File: config.mk
export PLATFORM = sky130hd
export DESIGN_NAME = faded_square_tone_generator_core
export DESIGN_NICKNAME = d
export VERILOG_FILES = /design/src/fstg_pkg.sv /design/src/faded_square_tone_generator_core.sv
export VERILOG_INCLUDE_DIRS = /design/src /design/src/src
export SDC_FILE = /design/constraint.sdc
export NUM_CORES = 2
export LEC_CHECK = 0
export BUFFER_PORTS_ARGS = -buffer_cell sky130_fd_sc_hd__buf_2
export CAP_MARGIN = 25
export CELL_PAD_IN_SITES_DETAIL_PLACEMENT = 1
export CELL_PAD_IN_SITES_GLOBAL_PLACEMENT = 2
export CORE_ASPECT_RATIO = 0.5
export CORE_MARGIN = 2
export CORE_UTILIZATION = 44
export DETAILED_ROUTE_END_ITERATION = 8
export PLACE_DENSITY_LB_ADDON = 0.1
export SETUP_SLACK_MARGIN = 0.5
export SYNTH_ARGS = -nofsm -noshare
export SYNTH_HDL_FRONTEND = slang
export SYNTH_SLANG_ARGS = --single-unit
File: constraint.sdc
create_clock -name clk -period 14.2 [get_ports clk]
set_clock_uncertainty 0.2 [all_clocks]
set_input_delay 2.13 -clock clk [delete_from_list [all_inputs] [get_ports clk]]
set_output_delay 2.13 -clock clk [all_outputs]
set_load 0.005 [all_outputs]
File: src/assert_macros.svh
// assertion macros used by the core rtl file
`ifndef ASSERT_MACROS_SVH
`define ASSERT_MACROS_SVH

// implication checked at every rising edge of clk outside reset
`define ASSERT_IMPL(label, cond, prop, msg) \
  label: assert property (@(posedge clk) disable iff (!rst_n) (cond) |-> (prop)) \
    else $error(msg);

// implication checked in the cycle after the condition
`define ASSERT_NEXT(label, cond, prop, msg) \
  label: assert property (@(posedge clk) disable iff (!rst_n) (cond) |=> (prop)) \
    else $error(msg);

`endif

File: src/fstg_pkg.sv
// package with widths, constants and codes of the faded square tone generator
package fstg_pkg;

  localparam int CNT_W     = 22;
  localparam int RATE_W    = 16;
  localparam int VOL_W     = 7;
  localparam int FREQ_W    = 15;
  localparam int MS_W      = 16;
  localparam int SMP_W     = 15;
  localparam int EDGE_W    = 8;
  localparam int AMP_W     = 14;
  localparam int FADE_W    = AMP_W + EDGE_W;
  localparam int DIV_W     = RATE_W + MS_W;
  localparam int DIV_CNT_W = $clog2(DIV_W + 1);
  localparam int CFG_IDX_W = 1;

  localparam int AMP_PEAK  = 12000;
  localparam int PCT_FULL  = 100;
  localparam int AMP_STEP  = AMP_PEAK / PCT_FULL;
  localparam int MS_PER_S  = 1000;
  localparam int EDGE_DIV  = 200;

  localparam logic [RATE_W-1:0] RATE_RST = RATE_W'(16000);
  localparam logic [VOL_W-1:0]  VOL_RST  = VOL_W'(PCT_FULL);
  localparam logic [VOL_W-1:0]  VOL_MAX  = VOL_W'(PCT_FULL);
  localparam logic [CNT_W-1:0]  CNT_MAX  = '1;
  localparam logic [EDGE_W-1:0] EDGE_MAX = '1;

  typedef enum logic [CFG_IDX_W-1:0] {
    REG_SAMPLE_RATE = 1'b0,
    REG_VOLUME_PCT  = 1'b1
  } reg_idx_t;

  typedef enum logic [6:0] {
    S_IDLE     = 7'b0000001,
    S_TOT      = 7'b0000010,
    S_EDGE     = 7'b0000100,
    S_STEP     = 7'b0001000,
    S_FADE_IN  = 7'b0010000,
    S_FADE_OUT = 7'b0100000,
    S_OUT      = 7'b1000000
  } state_t;

endpackage

File: src/faded_square_tone_generator_core.sv
// top level of the faded square tone generator with its serial divider
// Faded square tone generator.
// Input channel (in_valid/in_ready): a word with in_start_req high loads a note
// from in_tone_freq and in_duration_ms and gives no sample; a word with
// in_start_req low is a tick that gives one sample while a note plays, and
// nothing otherwise. Output channel (out_valid/out_ready): out_sample, a signed
// square wave with a linear fade at both ends, and out_last on the final
// sample of the note. Config channel (cfg_valid/cfg_ready, always ready):
// cfg_index 0 writes the sample rate, 1 the volume percent, from cfg_data.
// All scaling runs through one restoring divider that retires one quotient bit
// per cycle. A start word, once accepted, runs three divisions in turn, of 32,
// 16 and 15 bits. A tick runs no division without fade, one 22-bit division in
// one fade ramp and two 22-bit divisions where both ramps overlap.
// Results sit in an output register; a new word is taken while it waits, and a
// tick only stalls in its final cycle until that register is free.
// Reset (rst_n low at a clock edge) goes idle with no note playing, sample rate
// 16000 and volume 100.
module faded_square_tone_generator_core (
  input  logic                         clk,
  input  logic                         rst_n,
  input  logic                         in_valid,
  output logic                         in_ready,
  input  logic                         in_start_req,
  input  logic [fstg_pkg::FREQ_W-1:0]  in_tone_freq,
  input  logic [fstg_pkg::MS_W-1:0]    in_duration_ms,
  output logic                         out_valid,
  input  logic                         out_ready,
  output logic signed [fstg_pkg::SMP_W-1:0] out_sample,
  output logic                         out_last,
  input  logic                         cfg_valid,
  output logic                         cfg_ready,
  input  logic [fstg_pkg::CFG_IDX_W-1:0] cfg_index,
  input  logic [fstg_pkg::RATE_W-1:0]  cfg_data
);
  import fstg_pkg::*;
  `include "assert_macros.svh"

  state_t                state_r, state_nxt;
  logic [RATE_W-1:0]     rate_r, rate_nxt;
  logic [VOL_W-1:0]      vol_r, vol_nxt;
  logic                  active_r, active_nxt;
  logic                  note_ok_r, note_ok_nxt;
  logic [CNT_W-1:0]      index_r, index_nxt;
  logic [CNT_W-1:0]      total_r, total_nxt;
  logic [RATE_W-1:0]     phase_r, phase_nxt;
  logic [RATE_W-1:0]     step_r, step_nxt;
  logic [EDGE_W-1:0]     edge_r, edge_nxt;
  logic [AMP_W-1:0]      amp_r, amp_nxt;
  logic [FREQ_W-1:0]     freq_r, freq_nxt;
  logic [AMP_W-1:0]      mag_r, mag_nxt;
  logic                  neg_r, neg_nxt;
  logic [DIV_W-1:0]      quo_r, quo_nxt;
  logic [RATE_W-1:0]     rem_r, rem_nxt;
  logic [RATE_W-1:0]     dvs_r, dvs_nxt;
  logic [DIV_CNT_W-1:0]  cnt_r, cnt_nxt;
  logic                  out_valid_r, out_valid_nxt;
  logic signed [SMP_W-1:0] out_sample_r, out_sample_nxt;
  logic                  out_last_r, out_last_nxt;

  logic [RATE_W:0]       trial;
  logic [RATE_W:0]       diff;
  logic                  ge;
  logic                  div_busy;
  logic                  in_acc;
  logic [VOL_W-1:0]      vol_c;
  logic                  fade_out_c;
  logic [EDGE_W-1:0]     gap_c;
  logic [FADE_W-1:0]     fade_in_prod;
  logic [FADE_W-1:0]     fade_out_prod;
  logic [FADE_W-1:0]     fade_out2_prod;
  logic [RATE_W:0]       phase_sum;
  logic [SMP_W-1:0]      mag_ext;
  logic                  fin_c;

  assign in_ready  = (state_r == S_IDLE);
  assign cfg_ready = 1'b1;
  assign out_valid  = out_valid_r;
  assign out_sample = out_sample_r;
  assign out_last   = out_last_r;

  assign in_acc   = in_valid && in_ready;
  assign div_busy = (cnt_r != '0);
  assign trial    = {rem_r, quo_r[DIV_W-1]};
  assign diff     = trial - {1'b0, dvs_r};
  assign ge       = (trial >= {1'b0, dvs_r});

  assign vol_c      = (vol_r > VOL_MAX) ? VOL_MAX : vol_r;
  assign gap_c      = EDGE_W'(total_r - index_r);
  assign fade_out_c = (edge_r != '0) &&
                      (({1'b0, index_r} + (CNT_W + 1)'(edge_r)) > {1'b0, total_r});
  assign fade_in_prod   = FADE_W'(amp_r) * FADE_W'(index_r[EDGE_W-1:0]);
  assign fade_out_prod  = FADE_W'(amp_r) * FADE_W'(gap_c);
  assign fade_out2_prod = FADE_W'(quo_r[AMP_W-1:0]) * FADE_W'(gap_c);
  assign phase_sum  = {1'b0, phase_r} + {1'b0, step_r};
  assign mag_ext    = {1'b0, mag_r};
  assign fin_c      = (({1'b0, index_r} + (CNT_W + 1)'(1)) >= {1'b0, total_r});

  always_comb begin
    state_nxt      = state_r;
    rate_nxt       = rate_r;
    vol_nxt        = vol_r;
    active_nxt     = active_r;
    note_ok_nxt    = note_ok_r;
    index_nxt      = index_r;
    total_nxt      = total_r;
    phase_nxt      = phase_r;
    step_nxt       = step_r;
    edge_nxt       = edge_r;
    amp_nxt        = amp_r;
    freq_nxt       = freq_r;
    mag_nxt        = mag_r;
    neg_nxt        = neg_r;
    quo_nxt        = quo_r;
    rem_nxt        = rem_r;
    dvs_nxt        = dvs_r;
    cnt_nxt        = cnt_r;
    out_valid_nxt  = out_valid_r && !out_ready;
    out_sample_nxt = out_sample_r;
    out_last_nxt   = out_last_r;

    if (cfg_valid && cfg_ready) begin
      case (reg_idx_t'(cfg_index))
        REG_SAMPLE_RATE: rate_nxt = cfg_data;
        REG_VOLUME_PCT:  vol_nxt  = cfg_data[VOL_W-1:0];
        default: ;
      endcase
    end

    if (div_busy) begin
      rem_nxt = ge ? diff[RATE_W-1:0] : trial[RATE_W-1:0];
      quo_nxt = {quo_r[DIV_W-2:0], ge};
      cnt_nxt = cnt_r - DIV_CNT_W'(1);
    end

    case (state_r)
      S_IDLE: begin
        if (in_acc) begin
          if (in_start_req) begin
            active_nxt  = 1'b0;
            index_nxt   = '0;
            phase_nxt   = '0;
            freq_nxt    = in_tone_freq;
            amp_nxt     = AMP_W'(vol_c) * AMP_W'(AMP_STEP);
            note_ok_nxt = (in_tone_freq != '0) && (in_duration_ms != '0) && (vol_c != '0);
            quo_nxt     = DIV_W'(rate_r) * DIV_W'(in_duration_ms);
            rem_nxt     = '0;
            dvs_nxt     = RATE_W'(MS_PER_S);
            cnt_nxt     = DIV_CNT_W'(DIV_W);
            state_nxt   = S_TOT;
          end else if (active_r) begin
            neg_nxt = !({1'b0, phase_r, 1'b0} < {2'b00, rate_r});
            mag_nxt = amp_r;
            rem_nxt = '0;
            dvs_nxt = RATE_W'(edge_r);
            if ((edge_r != '0) && (index_r < CNT_W'(edge_r))) begin
              quo_nxt   = DIV_W'(fade_in_prod) << (DIV_W - FADE_W);
              cnt_nxt   = DIV_CNT_W'(FADE_W);
              state_nxt = S_FADE_IN;
            end else if (fade_out_c) begin
              quo_nxt   = DIV_W'(fade_out_prod) << (DIV_W - FADE_W);
              cnt_nxt   = DIV_CNT_W'(FADE_W);
              state_nxt = S_FADE_OUT;
            end else begin
              state_nxt = S_OUT;
            end
          end
        end
      end
      S_TOT: begin
        if (!div_busy) begin
          total_nxt = (|quo_r[DIV_W-1:CNT_W]) ? CNT_MAX : quo_r[CNT_W-1:0];
          quo_nxt   = {rate_r, {(DIV_W-RATE_W){1'b0}}};
          rem_nxt   = '0;
          dvs_nxt   = RATE_W'(EDGE_DIV);
          cnt_nxt   = DIV_CNT_W'(RATE_W);
          state_nxt = S_EDGE;
        end
      end
      S_EDGE: begin
        if (!div_busy) begin
          edge_nxt  = (|quo_r[DIV_W-1:EDGE_W]) ? EDGE_MAX : quo_r[EDGE_W-1:0];
          quo_nxt   = {freq_r, {(DIV_W-FREQ_W){1'b0}}};
          rem_nxt   = '0;
          dvs_nxt   = rate_r;
          cnt_nxt   = DIV_CNT_W'(FREQ_W);
          state_nxt = S_STEP;
        end
      end
      S_STEP: begin
        if (!div_busy) begin
          step_nxt   = (rate_r == '0) ? '0 : rem_r;
          active_nxt = note_ok_r && (total_r != '0);
          state_nxt  = S_IDLE;
        end
      end
      S_FADE_IN: begin
        if (!div_busy) begin
          mag_nxt = quo_r[AMP_W-1:0];
          if (fade_out_c) begin
            quo_nxt   = DIV_W'(fade_out2_prod) << (DIV_W - FADE_W);
            rem_nxt   = '0;
            cnt_nxt   = DIV_CNT_W'(FADE_W);
            state_nxt = S_FADE_OUT;
          end else begin
            state_nxt = S_OUT;
          end
        end
      end
      S_FADE_OUT: begin
        if (!div_busy) begin
          mag_nxt   = quo_r[AMP_W-1:0];
          state_nxt = S_OUT;
        end
      end
      S_OUT: begin
        if (!out_valid_r || out_ready) begin
          out_valid_nxt  = 1'b1;
          out_sample_nxt = neg_r ? -mag_ext : mag_ext;
          out_last_nxt   = fin_c;
          phase_nxt      = (phase_sum >= {1'b0, rate_r}) ?
                           RATE_W'(phase_sum - {1'b0, rate_r}) : phase_sum[RATE_W-1:0];
          index_nxt      = index_r + CNT_W'(1);
          if (fin_c) begin
            active_nxt = 1'b0;
          end
          state_nxt = S_IDLE;
        end
      end
      default: begin
        state_nxt = S_IDLE;
      end
    endcase
  end

  always_ff @(posedge clk) begin
    if (!rst_n) begin
      state_r     <= S_IDLE;
      rate_r      <= RATE_RST;
      vol_r       <= VOL_RST;
      active_r    <= 1'b0;
      note_ok_r   <= 1'b0;
      index_r     <= '0;
      total_r     <= '0;
      phase_r     <= '0;
      step_r      <= '0;
      edge_r      <= '0;
      amp_r       <= '0;
      cnt_r       <= '0;
      out_valid_r <= 1'b0;
    end else begin
      state_r     <= state_nxt;
      rate_r      <= rate_nxt;
      vol_r       <= vol_nxt;
      active_r    <= active_nxt;
      note_ok_r   <= note_ok_nxt;
      index_r     <= index_nxt;
      total_r     <= total_nxt;
      phase_r     <= phase_nxt;
      step_r      <= step_nxt;
      edge_r      <= edge_nxt;
      amp_r       <= amp_nxt;
      cnt_r       <= cnt_nxt;
      out_valid_r <= out_valid_nxt;
    end
  end

  always_ff @(posedge clk) begin
    freq_r       <= freq_nxt;
    mag_r        <= mag_nxt;
    neg_r        <= neg_nxt;
    quo_r        <= quo_nxt;
    rem_r        <= rem_nxt;
    dvs_r        <= dvs_nxt;
    out_sample_r <= out_sample_nxt;
    out_last_r   <= out_last_nxt;
  end

  `ASSERT_NEXT(a_out_from_commit, (state_r != S_OUT) && !out_valid_r, !out_valid_r, "stray word")
  `ASSERT_IMPL(a_index_in_note, active_r, index_r < total_r, "sample index ran past the note")
  `ASSERT_IMPL(a_fade_edge, (state_r == S_FADE_IN) || (state_r == S_FADE_OUT), edge_r != '0, "zero edge")

endmodule

# After elaboration in Yosys (flattened, before gate mapping)
# Index checks and enable logic that the tools add are counted.
# Widths: inputs -> output; s select.
dict set report op_classes {
  add_sub_neg 9
  mul 5
  magnitude_cmp 7
  eq_ne 20
  muxes 75
  bitwise 3
  reduce_logical 39
}
# operator n
set ops {}
lappend ops {{$mux 32} 10}
lappend ops {{$mux 16} 18}
lappend ops {{$pmux 32 s4} 1}
lappend ops {{$pmux 16 s3} 2}
lappend ops {{$mux 22} 4}
lappend ops {{$mux 7} 12}
lappend ops {{$mux 14} 5}
lappend ops {{$mux 6} 9}
lappend ops {{$pmux 7 s7} 1}
lappend ops {{$pmux 22 s2} 1}
lappend ops {{$mul 11x8->19} 2}
lappend ops {{$ge 17x16->1} 2}
lappend ops {{$mul 16x16->32} 1}
lappend ops {{$pmux 16 s2} 1}
lappend ops {{$sub 16x16->16} 2}
lappend ops {{$pmux 14 s2} 1}
lappend ops {{$pmux 6 s4} 1}
lappend ops {{$reduce_or 24->1} 1}
lappend ops {{$add 22x1->23 const B} 1}
lappend ops {{$add 22x8->23} 1}
lappend ops {{$ge 23x22->1} 1}
lappend ops {{$gt 23x22->1} 1}
lappend ops {{$add 22x1->22 const B} 1}
lappend ops {{$lt 22x8->1} 1}
lappend ops {{42 further kinds} 78}
dict set report totals {
  regBits 244
  in_bits 54
  wordCells 180
}

# Logic depth before layout (Yosys ltp)
dict set report depth {
  depth_word 9
  mapped_depth 30
}

# Least setup slack after synthesis
# No wires, ideal clock.
dict set report synth_path {
  path_type {input -> register}
  startpoint {in in_duration_ms[15] (netlist bit)}
  endpoint {reg quo_r[30]}
  setup_ns 0.122
  arrival_ns 8.167
  required_ns 13.878
  slack_ns 5.711
  path_stages 22
  path_buffers 2
  cell_sequence {clkbuf_1 clkbuf_1 nand2_1 fa_1 inv_1 fa_1 fa_1 fa_1 inv_1 fa_1 fa_1 inv_1 ha_1 a21oi_1 o211ai_1 a221o_1 a22o_1 a31o_2 o31ai_1 mux2i_1 a211oi_1 a311o_1}
}
dict set report synth_between {
  elab_chain_cells 4
}
# item line_no
set synth_lines {}
lappend synth_lines {{from (decl)} faded_square_tone_generator_core.sv:25} ;# input logic [fstg_pkg::MS_W-1:0] in_duration_ms,
lappend synth_lines {{$mul 16x16->32} faded_square_tone_generator_core.sv:145} ;# quo_nxt = DIV_W'(rate_r) * DIV_W'(in_duration_ms);
lappend synth_lines {{$mux 32} faded_square_tone_generator_core.sv:138} ;# if (in_start_req) begin
lappend synth_lines {{$mux 32} faded_square_tone_generator_core.sv:137} ;# if (in_acc) begin
lappend synth_lines {{$pmux 32 s4} faded_square_tone_generator_core.sv:135} ;# case (state_r)
lappend synth_lines {{net quo_nxt[30]} faded_square_tone_generator_core.sv:52} ;# logic [DIV_W-1:0] quo_r, quo_nxt;
lappend synth_lines {{to (signal assigned)} faded_square_tone_generator_core.sv:271} ;# quo_r <= quo_nxt;
lappend synth_lines {{to (decl)} faded_square_tone_generator_core.sv:52}
# The timed path passes the listed nets, and every way through them passes these cells.
# A chain may end at the register's enable or synchronous reset.

# Final worst setup path
# Ends and elaborated chain as after synthesis.

==> impl_results.md <==
- Status: completed
- Unrepaired setup endpoints after global routing: false
- Clk slew on worst S/H paths: 0.07 ns
- Worst ir drop on vdd: 0.000188 V
- Most used flip-flop cell after synthesis: dfxtp_1
- Worst setup path class: input pin to register
- Die area: 0.0817 mm²
- Setup bufs post-CTS: 0
- Number of flops mapped to enable cells by yosys: 62
- IO Pins: 73
- Yosys reg bits: 244
- Leakage: 0.0174 µW
- Via/cell ratio: 5.75
- Max frequency: 0.121 GHz
- Clock H-tree levels: 1
- Pin count of the biggest net entering global routing: 84
- Clock latency on the worst-skew pair: 0.59 ns
- Drt initial violations: 2,219
- MaxCap Viol Count: 0
- CP Capture Type: register
- Commonest non-fill, non-tap cell in the layout: inv_1
- TritonCTS buffer count: 27
- Area growth syn-to-layout: 6.74%
- Post-synthesis sequential area ratio: 0.158
- CTS tree: done
- PwrDens: 141 mW/mm²
- Least-Margin Pin Slew: 1.05 ns
- ANT nets after route: 0
- Clock Tree Buf Depth: 3
- Starting Density: 0.448
- CP Buf/Inv Count: 4
- CP Depth: 21
- Crit path time final: 8.25 ns
- PostCTS Resize Cnt: 0
- Clk sinks: 244
- Min Hold Slack: 0.272 ns
- Crit path cell chain: buf_2, nand2_1, fa_1, fa_1, inv_1, fa_1, inv_1, fa_1, fa_1, inv_1, fa_1, ha_1, a211oi_1, o211ai_1, a221o_1, a22o_1, a31o_2, o31ai_1, mux2i_1, a211oi_1, a311o_1
- Nets: 4,927
- Syn Inst Count: 4,156
- Via count: 29,689
- Initial antenna violation count: 10
- Layout cells sized above 1: 0.0623
- Post-synth cell types: 91
- Crit path max-delay family: adder cells
- Max incr delay on CP: 0.55 ns
- Most frequent cells in the layout: inv_1 (570), nand2_1 (558), fa_1 (390)
- Finished Core Util: 0.478
- Worst path slowest cell: fa_1
- Root Buffer: clkbuf_16
- Final Hold Viols: 0
- RD Place Congestion: 0.907
- Avg Cell Area, Syn: 8.39 µm²
- Die X: 402 µm
- Data required, critical path: 14.48 ns
- GR Overflow Total: 0
- Max-slew violations: 0
- Asr flop ratio synth: 0
- Die Span Y: 203 µm
- Depth of the worst register-to-register path: 24
- Cell with the most instances on the worst path: fa_1
- Fin crit share: 0.581
- DR WL/cell: 23.3 µm
- Hpwl dp: 93,200 µm
- Critical Path AT: 8.53 ns
- Synth Warn #: 0
- # DRC: 0
- Setup TNS: 0 ns
- Core ar.: 0.0778 mm²
- First-pass GRT wire length: 188,000 µm
- Crit Path Max Fanout: 17
- # rows: 72
- Hold path cells: 2
- Final wirelength: 120,000 µm
- Vias in the first global route: 31,336
- Mapped Area: 0.0349 mm²
- Hold crit path type: register to register
- Total GRT Usage: 0.297
- DRT Pass-1 Iters: 6
- PortBufs: 71
- Slew headroom: 0.297
- Crit start category: input pin
- Final setup fails: 0
- Syn nets: 4,977
- Post-CTS Hold Buffers: 0
==> cell type report <==
cell class              count  area [µm²]
well taps                1036        1300
repair buffers            144         981
clock buffers              34         742
diodes                      4        10.0
flip-flops and latches    244        5510
fillers                  9293       40600
inverters                 574        2160
clock inverters            16         155
multi-input cells        3115       26400
==> synth_stat cells, types with 10 or more instances <==
library cell / instances / area share
a21o_1: 50 / 0.011
o211ai_1: 38 / 0.0082
dfxtp_1: 182 / 0.10
a21boi_0: 51 / 0.011
mux2i_1: 40 / 0.011
nand3_1: 77 / 0.011
o31ai_1: 22 / 0.0047
nor2_1: 193 / 0.021
nor3_1: 95 / 0.014
or3_1: 20 / 0.0036
xnor2_1: 114 / 0.029
a21oi_1: 130 / 0.019
clkbuf_1: 193 / 0.021
xor2_1: 51 / 0.013
a211o_1: 14 / 0.0035
nor4_1: 23 / 0.0041
o22ai_1: 14 / 0.0025
inv_1: 571 / 0.061
fa_1: 390 / 0.22
nor3b_1: 24 / 0.0052
a31oi_1: 19 / 0.0034
buf_2: 16 / 0.0023
o21a_1: 32 / 0.0069
ha_1: 377 / 0.14
nand2_1: 558 / 0.060
o21ai_0: 134 / 0.019
o31a_1: 10 / 0.0025
or2_2: 10 / 0.0018
edfxtp_1: 62 / 0.053
and2_1: 261 / 0.047
nor2b_1: 56 / 0.010
o21bai_1: 21 / 0.0045
nand4_1: 32 / 0.0057
and3_1: 24 / 0.0043
nand2b_1: 17 / 0.0030
mux2_2: 14 / 0.0045
a211oi_1: 37 / 0.0080
a22oi_1: 15 / 0.0032
==> sequential cells by signal, summed over array words and instances (netlist names) <==
register,count
vol_r,7
step_r,16
rem_r,16
dvs_r,16
active_r,1
out_sample,15
state_r,7
neg_r,1
freq_r,15
rate_r,16
cnt_r,6
amp_r,11
phase_r,16
mag_r,14
out_last,1
edge_r,8
note_ok_r,1
out_valid,1
index_r,22
total_r,22
quo_r,32
==> routing by layer <==
metal  routed length [µm]  up-vias  GRT usage
met1                58000    15108      0.437
li1                     -    13639          -
met4                 2250        0     0.0569
met3                 8900      125     0.0549
met2                51200      817      0.456
met5                    0        -          0
==> worst min-delay path: stages, from the launching register on <==
cell and delay [ns]:
dfxtp_1 0.32, nand2_1 0.05, a21boi_0 0.06
==> path summary, 6_finish.rpt <==
check / start / to / slack, ns
max: in_duration_ms[15] / quo_r[30] / 5.95
min: step_r[12] / step_r[12] / 0.27
max reg2reg: index_r[4] / quo_r[30] / 6.02
min reg2reg: step_r[12] / step_r[12] / 0.27
==> through the flow <==
step	setup slack (ns)	instances	area (µm²)	total power, µW
final	5.95	5167	37200	5250
after global routing	5.55	5166	37200	5650
after CTS	6.00	5159	37100	5180
after global placement	5.50	5107	36200	4340
after detailed placement	5.36	5109	36200	4400
after floorplan	5.71	4156	34900	3320
==> logic make-up (layout without fill, tap and decap cells) <==
family	count (synthesis)	count (layout)	share of synthesized area
DFF	244	244	0.158
muxes	54	54	0.0160
AOI/OAI and AO/OA	703	703	0.139
other	1	5	0.000108
xor gates and xnor gates	165	165	0.0414
adders and majority gates	767	767	0.359
and+or+nand+nor	1425	1425	0.199
buffers and inverters	797	768	0.0877
==> report_power, final <==
group	switching, µW	internal, µW	leakage (µW)	total [µW]
Combinational	2180	1350	0.0149	3530
Sequential	168	816	0.00206	984
Clock	333	410	0.000434	743
Power figures use the tool's default switching activity.
